## src/rtl/core/vsc_pkg.sv

```systemverilog
// Package for the version string compare block.
// Types, character codes and classify functions; no dependencies.
`timescale 1ns / 1ps

package vsc_pkg;

  localparam int NUM_PARTS      = 5;
  localparam int LOCAL_REGS     = 5;
  localparam int PART_W         = 20;
  localparam int IDX_W          = (NUM_PARTS > 1) ? $clog2(NUM_PARTS) : 1;
  localparam int CFG_IDX_W      = 3;
  localparam int MAX_PART_VALUE = 1000000;
  localparam int ACC_W          = PART_W + 4;

  localparam logic [7:0] CH_NUL   = 8'h00;
  localparam logic [7:0] CH_TAB   = 8'h09;
  localparam logic [7:0] CH_LF    = 8'h0A;
  localparam logic [7:0] CH_VT    = 8'h0B;
  localparam logic [7:0] CH_FF    = 8'h0C;
  localparam logic [7:0] CH_CR    = 8'h0D;
  localparam logic [7:0] CH_SPACE = 8'h20;
  localparam logic [7:0] CH_DOT   = 8'h2E;
  localparam logic [7:0] CH_ZERO  = 8'h30;
  localparam logic [7:0] CH_NINE  = 8'h39;

  localparam logic signed [1:0] ORD_LESS    = -2'sd1;
  localparam logic signed [1:0] ORD_EQUAL   = 2'sd0;
  localparam logic signed [1:0] ORD_GREATER = 2'sd1;

  typedef logic [PART_W-1:0] part_t;
  typedef part_t [NUM_PARTS-1:0] parts_t;
  typedef part_t [LOCAL_REGS-1:0] loc_parts_t;

  typedef enum logic [2:0] {
    PH_LEAD,
    PH_DIGITS,
    PH_AFTER_DOT,
    PH_TRAIL,
    PH_ERROR
  } phase_t;

  function automatic logic is_blank(input logic [7:0] c);
    return (c == CH_SPACE) || (c == CH_TAB) || (c == CH_VT) || (c == CH_FF);
  endfunction

  function automatic logic is_digit(input logic [7:0] c);
    return (c >= CH_ZERO) && (c <= CH_NINE);
  endfunction

endpackage

```

## src/rtl/core/vsc_parse.sv

```systemverilog
// Character parser: phase, part index, digit accumulator and stored parts.
// Depends on vsc_pkg.
`timescale 1ns / 1ps

module vsc_parse import vsc_pkg::*; (
  input  logic       clk,
  input  logic       rst,
  input  logic       step,
  input  logic [7:0] char_code,
  output logic       term_ok,
  output parts_t     remote_view
);

  localparam logic [IDX_W:0]   LAST_IDX = (IDX_W + 1)'(NUM_PARTS);
  localparam logic [ACC_W-1:0] MAX_ACC  = ACC_W'(MAX_PART_VALUE);

  phase_t            phase, phase_next;
  logic [IDX_W-1:0]  idx, idx_next;
  part_t             acc, acc_next;
  parts_t            parts, parts_next;
  logic              line_ended, line_ended_next;

  logic [ACC_W-1:0]  dval;
  logic [ACC_W-1:0]  acc10;
  logic [ACC_W-1:0]  sum_first;
  logic [ACC_W-1:0]  sum_cont;
  logic              idx_ok;

  assign dval      = ACC_W'(char_code - CH_ZERO);
  assign acc10     = ({4'b0, acc} << 3) + ({4'b0, acc} << 1);
  assign sum_first = dval;
  assign sum_cont  = acc10 + dval;
  assign idx_ok    = ({1'b0, idx} < LAST_IDX);

  always_comb begin
    phase_next      = phase;
    idx_next        = idx;
    acc_next        = acc;
    parts_next      = parts;
    line_ended_next = line_ended;
    if (step) begin
      if (char_code == CH_NUL) begin
        phase_next      = PH_LEAD;
        idx_next        = '0;
        acc_next        = '0;
        parts_next      = '0;
        line_ended_next = 1'b0;
      end else if (!line_ended) begin
        if (char_code == CH_LF || char_code == CH_CR) begin
          line_ended_next = 1'b1;
        end else begin
          case (phase)
            PH_LEAD, PH_AFTER_DOT: begin
              if (is_digit(char_code)) begin
                if (sum_first > MAX_ACC) begin
                  phase_next = PH_ERROR;
                  acc_next   = '0;
                end else begin
                  phase_next = PH_DIGITS;
                  acc_next   = sum_first[PART_W-1:0];
                end
              end else if (!(phase == PH_LEAD && is_blank(char_code))) begin
                phase_next = PH_ERROR;
              end
            end
            PH_DIGITS: begin
              if (is_digit(char_code)) begin
                if (sum_cont > MAX_ACC) begin
                  phase_next = PH_ERROR;
                  acc_next   = '0;
                end else begin
                  acc_next   = sum_cont[PART_W-1:0];
                end
              end else if (char_code == CH_DOT) begin
                if (idx_ok) parts_next[idx] = acc;
                if (({1'b0, idx} + 1'b1) >= LAST_IDX) begin
                  phase_next = PH_ERROR;
                end else begin
                  idx_next   = idx + 1'b1;
                  acc_next   = '0;
                  phase_next = PH_AFTER_DOT;
                end
              end else if (is_blank(char_code)) begin
                if (idx_ok) parts_next[idx] = acc;
                phase_next = PH_TRAIL;
              end else begin
                phase_next = PH_ERROR;
              end
            end
            PH_TRAIL: begin
              if (!is_blank(char_code)) phase_next = PH_ERROR;
            end
            default: begin
              phase_next = PH_ERROR;
            end
          endcase
        end
      end
    end
  end

  // Parts as seen by a terminator: an open part counts as stored.
  always_comb begin
    term_ok = (phase == PH_DIGITS) || (phase == PH_TRAIL);
    for (int i = 0; i < NUM_PARTS; i++) begin
      if (phase == PH_DIGITS && idx == IDX_W'(i)) begin
        remote_view[i] = acc;
      end else begin
        remote_view[i] = parts[i];
      end
    end
  end

  always_ff @(posedge clk) begin
    if (rst) begin
      phase      <= PH_LEAD;
      idx        <= '0;
      acc        <= '0;
      parts      <= '0;
      line_ended <= 1'b0;
    end else begin
      phase      <= phase_next;
      idx        <= idx_next;
      acc        <= acc_next;
      parts      <= parts_next;
      line_ended <= line_ended_next;
    end
  end

endmodule

```

## src/rtl/core/vsc_compare.sv

```systemverilog
// Lexicographic compare of remote parts against local parts, major first.
// Depends on vsc_pkg.
`timescale 1ns / 1ps

module vsc_compare import vsc_pkg::*; (
  input  parts_t             remote_parts,
  input  loc_parts_t         loc_parts,
  output logic signed [1:0]  order
);

  part_t loc;

  always_comb begin
    order = ORD_EQUAL;
    loc   = '0;
    for (int i = NUM_PARTS - 1; i >= 0; i--) begin
      loc = (i < LOCAL_REGS) ? loc_parts[i] : '0;
      if (remote_parts[i] < loc) begin
        order = ORD_LESS;
      end else if (remote_parts[i] > loc) begin
        order = ORD_GREATER;
      end
    end
  end

endmodule

```

## src/rtl/core/version_string_compare.sv

```systemverilog
// A terminator request is held in the input register, then its result in the result register.
// Throughput: one character per cycle, set by the input register feeding the
// parser; a terminator waits only while the result register is still full.
// Reset (synchronous, rst high): parser in leading-whitespace phase, parts and
// local registers zero, no request or result held.
`timescale 1ns / 1ps

module version_string_compare import vsc_pkg::*; (
  input  logic                  clk,
  input  logic                  rst,
  input  logic                  in_valid,
  output logic                  in_ready,
  input  logic [7:0]            char_code,
  output logic                  out_valid,
  input  logic                  out_ready,
  output logic                  valid_res,
  output logic signed [1:0]     order,
  output logic                  newer,
  input  logic                  cfg_valid,
  output logic                  cfg_ready,
  input  logic [CFG_IDX_W-1:0]  cfg_index,
  input  logic [PART_W-1:0]     cfg_data
);

  logic              held;
  logic [7:0]        held_char;
  logic              is_term;
  logic              step;
  logic              term_ok;
  parts_t            remote_view;
  loc_parts_t        loc_parts;
  logic signed [1:0] cmp_order;

  assign is_term  = (held_char == CH_NUL);
  assign step     = held && (!is_term || !out_valid || out_ready);
  assign in_ready = !held || step;
  assign cfg_ready = 1'b1;

  always_ff @(posedge clk) begin
    if (rst) begin
      held <= 1'b0;
    end else if (in_valid && in_ready) begin
      held <= 1'b1;
    end else if (step) begin
      held <= 1'b0;
    end
  end

  always_ff @(posedge clk) begin
    if (in_valid && in_ready) held_char <= char_code;
  end

  always_ff @(posedge clk) begin
    if (rst) begin
      loc_parts <= '0;
    end else if (cfg_valid && cfg_index < CFG_IDX_W'(LOCAL_REGS)) begin
      loc_parts[cfg_index] <= cfg_data;
    end
  end

  vsc_parse u_parse (
    .clk         (clk),
    .rst         (rst),
    .step        (step),
    .char_code   (held_char),
    .term_ok     (term_ok),
    .remote_view (remote_view)
  );

  vsc_compare u_compare (
    .remote_parts (remote_view),
    .loc_parts    (loc_parts),
    .order        (cmp_order)
  );

  always_ff @(posedge clk) begin
    if (rst) begin
      out_valid <= 1'b0;
    end else if (step && is_term) begin
      out_valid <= 1'b1;
    end else if (out_ready) begin
      out_valid <= 1'b0;
    end
  end

  always_ff @(posedge clk) begin
    if (step && is_term) begin
      valid_res <= term_ok;
      order     <= term_ok ? cmp_order : ORD_EQUAL;
      newer     <= term_ok && (cmp_order == ORD_GREATER);
    end
  end

endmodule

```

## config.mk

```make
export PLATFORM = sky130hd
export DESIGN_NAME = version_string_compare
export DESIGN_NICKNAME = d
export VERILOG_FILES = /design/src/rtl/core/vsc_pkg.sv /design/src/rtl/core/vsc_parse.sv /design/src/rtl/core/vsc_compare.sv /design/src/rtl/core/version_string_compare.sv
export SDC_FILE = /design/constraint.sdc
export NUM_CORES = 1
export LEC_CHECK = 0
export BUFFER_PORTS_ARGS = -buffer_cell sky130_fd_sc_hd__buf_2
export CAP_MARGIN = 20
export CORE_MARGIN = 10
export CORE_UTILIZATION = 30
export CTS_BUF_LIST = sky130_fd_sc_hd__clkbuf_2 sky130_fd_sc_hd__clkbuf_4 sky130_fd_sc_hd__clkbuf_8
export DETAILED_ROUTE_END_ITERATION = 8
export PLACE_DENSITY = 0.5
export SYNTH_ARGS = -nofsm -noshare
export SYNTH_HDL_FRONTEND = slang
export SYNTH_HIERARCHICAL = 1
export SYNTH_SLANG_ARGS = --single-unit
```

## constraint.sdc

```tcl
create_clock -name clk -period 16.84 [get_ports clk]
set_input_delay 3.368 -clock clk [delete_from_list [all_inputs] [get_ports clk]]
set_output_delay 3.368 -clock clk [all_outputs]
set_load 0.005 [all_outputs]
```

* After elaboration in Yosys (flattened, before gate mapping)
Index checks and enable logic that the tools add are counted.
Storage, ports and cells: register bits after elaboration 241, output and inout bits 7, bits of input ports 36, logic and storage cells 176
Cells by class: magnitude comparators 21, equality and inequality tests 25, reductions and logical operators 39, add/sub/neg operators 5, muxes and demuxes 66
Operator list (count):
- $mux W100 | 8
- $mux W20 | 16
- $bwmux W100 | 2
- $demux W20 S3 | 2
- $gt A20 B20 Y1 | 5
- $lt A20 B20 Y1 | 5
- $mux W3 | 19
- $gt A24 B20 Y1 const B | 2
- $eq A8 B4 Y1 const B | 5
- $pmux W20 S2 | 1
- $add A23 B21 Y24 | 1
- $add A24 B24 Y24 | 1
- $mux W2 | 9
- $eq A8 B6 Y1 const B | 2
- $logic_and A1 B1 Y1 | 14
- $reduce_and A7 Y1 | 2
- $eq A3 B2 Y1 const B | 4
- $reduce_and A6 Y1 | 2
- $pmux W3 S3 | 1
- $sub A8 B6 Y9 const B | 1
- $ge A8 B6 Y1 const B | 1
- $le A8 B6 Y1 const B | 1
- $logic_not A8 Y1 | 1
- $logic_or A1 B1 Y1 | 8
- 21 further kinds | 43

* Logic depth before layout (Yosys ltp)
depth in word-level cells 16, gate-level depth with buffers 17, mapped depth without buffers 15

* By module
The synthesis kept the hierarchy.
Modules (own cells, without submodules):
- vsc_parse | area each 7808.7 um^2, cells an instance 830, seq. area each 2542.4 um^2, times used 1
- version_string_compare | area each 3995.1 um^2, cells an instance 473, seq. area each 2402.3 um^2, times used 1
- vsc_compare | area each 2622.5 um^2, cells an instance 358, seq. area each 0.0 um^2, times used 1

* Worst setup path before layout
Ideal clock, no wire load.
path kind input port to output port, from input port out_ready, to output port in_ready, data required time 13.472 ns, stages 2, data arrival time 3.716 ns, path buffers 0, setup slack 9.756 ns, path through nor2b_1 > nand4_1
On the way: longest elaborated chain between the ends 3
RTL lines:
- from (decl) | line version_string_compare.sv:15 | input logic out_ready,
- $logic_or A1 B1 Y1 | line version_string_compare.sv:35 | assign step = held && (!is_term || !out_valid || out_ready);
- $logic_and A1 B1 Y1 | line version_string_compare.sv:35
- $logic_or A1 B1 Y1 | line version_string_compare.sv:36 | assign in_ready = !held || step;
- to (decl) | line version_string_compare.sv:12 | output logic in_ready,
Every way passes these cells.

* Worst setup path after layout
Same ends and word-level chain as after synthesis.

==> impl_metrics.env <==
export IMPL_gp_congestion=0.832
export IMPL_final_setup_tns_ns=0
export IMPL_fillCellCount=4946
export IMPL_critPathKind="in -> out"
export IMPL_wl_um=44400
export IMPL_cp_end_kind="output pin"
export IMPL_viasPerCell=5.25
export IMPL_port_buffers=41
export IMPL_rows=80
export IMPL_cts_hold_buffers=0
export IMPL_final_cells=2335
export IMPL_pin_count=43
export IMPL_cts_resized=0
export IMPL_slew_headroom=0.265
export IMPL_cts_buffers=47
export IMPL_yosysWarnings=6
export IMPL_whs_path_depth=2
export IMPL_synth_ff_type="dfxtp_1"
export IMPL_r2r_slack_ns=11.51
export IMPL_fmax_mhz=134
export IMPL_vias=12269
export IMPL_worst_pin_slew_ns=1.10
export IMPL_synthMostInstantiatedCell="nand2_1"
export IMPL_drive_above_1_share=0.163
export IMPL_antenna_found_initial=0
export IMPL_status="finished, final reports clean"
export IMPL_synth_seq_cells=241
export IMPL_dieArea_mm2=0.0573
export IMPL_core_area_mm2=0.0476
export IMPL_hold_viol=0
export IMPL_cts_buffer_depth=3
export IMPL_required_ns=13.47
export IMPL_finalCritPeriodShare=0.442
export IMPL_cp_arrival_ns=4.07
export IMPL_holdCritStartpoint="loc_parts[46]$_SDFFE_PP0P_"
export IMPL_diodes=0
export IMPL_cp_max_fo=4
export IMPL_finalPower_mw=1.40
export IMPL_switchingPower_mw=0.359
export IMPL_ys_seq_area_frac=0.343
export IMPL_synthCells=1661
export IMPL_netlist_area_mm2=0.0144
export IMPL_area_growth_pct=13.5
export IMPL_clockRootBuffer="clkbuf_8"
export IMPL_synthArstFlopShare=0
export IMPL_dr_pass1_iters=5
export IMPL_grt_start_max_net_pins=93
export IMPL_period_needed_ns=7.44
export IMPL_synth_edf_count=12
export IMPL_ir_drop_mv=0.0765
export IMPL_nNetsFinal=1870
export IMPL_synth_common_cells="nand2_1, dfxtp_1, a21oi_1"
export IMPL_min_path_type="reg -> reg"
export IMPL_first_iter_violations=815
export IMPL_regToRegEndpoint="newer$_DFFE_PP_"
export IMPL_power_leakage_nw=6.43
export IMPL_slew_violations=0
export IMPL_synth_top_area_cell="dfxtp_1"
export IMPL_comb_power_share=0.084
export IMPL_grt_pass1_vias=11762
export IMPL_dpl_hpwl_um=31600
export IMPL_ant_nets=0
export IMPL_grt_pass1_wl_um=68300
export IMPL_p_clk_frac=0.493
export IMPL_fin_skew_ns=0.0460
export IMPL_cts_tree="done"
export IMPL_power_density_mw_per_mm2=85.2
export IMPL_synthDominantCellAreaShare=0.318
export IMPL_grt_overflow_total=0
export IMPL_initial_core_util=0.303
export IMPL_cap_violations=0
export IMPL_placedCellCount=2247
export IMPL_htreeDepth=2
export IMPL_rsz0062_at_grt="no"
export IMPL_cts_sinks=241
export IMPL_cts_setup_buffers=0
export IMPL_die_h_um=239
export IMPL_cts_clk_slew_worst_paths_ns=0.05
export IMPL_syn_nets=1849
export IMPL_yosys_cell_types_count=78
export IMPL_post_route_drc_count=0
export IMPL_crit_path_start_kind="primary input"
export IMPL_synth_area_top_cells="dfxtp_1, ha_1, mux2_2"
export IMPL_switching_share=0.257
export IMPL_hold_worst_slack_ns=0.454
export IMPL_reg2reg_depth=13
export IMPL_syn_area_per_cell_um2=8.69
export IMPL_clk_latency_ns=0.62
export IMPL_setup_viol=0
export IMPL_internal_power_mw=1.04
export IMPL_holdPathEnd="loc_parts[46]$_SDFFE_PP0P_"
export IMPL_detail_route_wl_per_cell_um=19.0
export IMPL_fp_dieW_um=239
export IMPL_grt_usage=0.152
export IMPL_rr_startpoint="u_parse/phase[0]$_SDFFE_PP0P_"
export IMPL_pwr_share_seq=0.424
[metal layers]
metal  global-route usage  part of all wire  up-vias
met5                    0                 0        -
met4               0.0561             0.028        0
met3               0.0221             0.044       80
met2                0.240              0.44      296
met1                0.205              0.48     5913
li1                     -                 -     5980
[state kept, by name (all words and copies together), names as in the netlist, 2 cells and up]
name           flops
u_parse/parts    100
u_parse/idx        3
order              2
held_char          8
u_parse/acc       20
loc_parts        100
u_parse/phase      3
[critical path, stage by stage]
cell	delay, ns
buf_2	0.10
nor2b_1	0.23
nand4_1	0.19
buf_2	0.18
[power by group through the flow]
stage	registers (mW)	logic (mW)	clock network, mW
after floorplan	0.600	0.0776	0
after global placement	0.603	0.115	0
after detailed placement	0.603	0.116	0
after CTS	0.591	0.116	0.702
after global routing	0.592	0.128	0.726
final	0.591	0.117	0.688
[placed cells by master (no fill, tap or decap), drive strengths merged, types with 7 or more instances in the layout]
cell    instances
nand2         271
dfxtp         229
a21oi         184
ha            133
inv           127
mux2           98
a22o           80
clkbuf         76
buf            65
nor2           57
o21ai          35
nor2b          30
nand4          30
nand3          24
a21o           21
a22oi          20
fa             19
nor3           14
nor4           14
edfxtp         12
and2           10
and4           10
xnor2          10
a211oi         10
nand3b          9
nand4b          8
clkinv          7
o211ai          7
a311oi          7
o21a            7
[cell families after synthesis]
family | count (synthesis) | synth area share
DFF | 241 | 0.343
AOI/OAI and AO/OA | 425 | 0.197
adders and majority gates | 152 | 0.142
muxes | 100 | 0.0779
other | 1 | 0.000260
buffers and inverters | 219 | 0.0597
and+or+nand+nor | 511 | 0.174
xor gates and xnor gates | 12 | 0.00729
[worst max path at each step]
stage	cells after the start	end	startpoint
after global routing	4	in_ready	out_ready
after detailed placement	4	in_ready	out_ready
after CTS	4	in_ready	out_ready
after global placement	4	in_ready	out_ready
final	4	in_ready	out_ready
after floorplan	2	in_ready	out_ready
[stage by stage]
| step | utilization | setup WS (ns) | instance area (um^2) |
|---|---|---|---|
| 2_1_floorplan | - | 9.76 | 14400 |
| 3_3_place_gp | 0.320 | 9.43 | 15200 |
| 3_5_place_dp | 0.320 | 9.42 | 15200 |
| 4_1_cts | 0.343 | 9.43 | 16400 |
| 5_1_grt | 0.344 | 9.35 | 16400 |
| 6_report | 0.344 | 9.40 | 16400 |
[cell type report]
cell class,instances,area (um^2),share of cell area
clock buffer,76,977,0.0597
multi-input combinational,1201,8670,0.530
clock inverter,11,136,0.00833
tap,615,769,0.0470
sequential,241,4940,0.302
inverter,126,473,0.0289
timing repair buffer,65,399,0.0244
No activity file was read; power rests on OpenSTA's default activity.
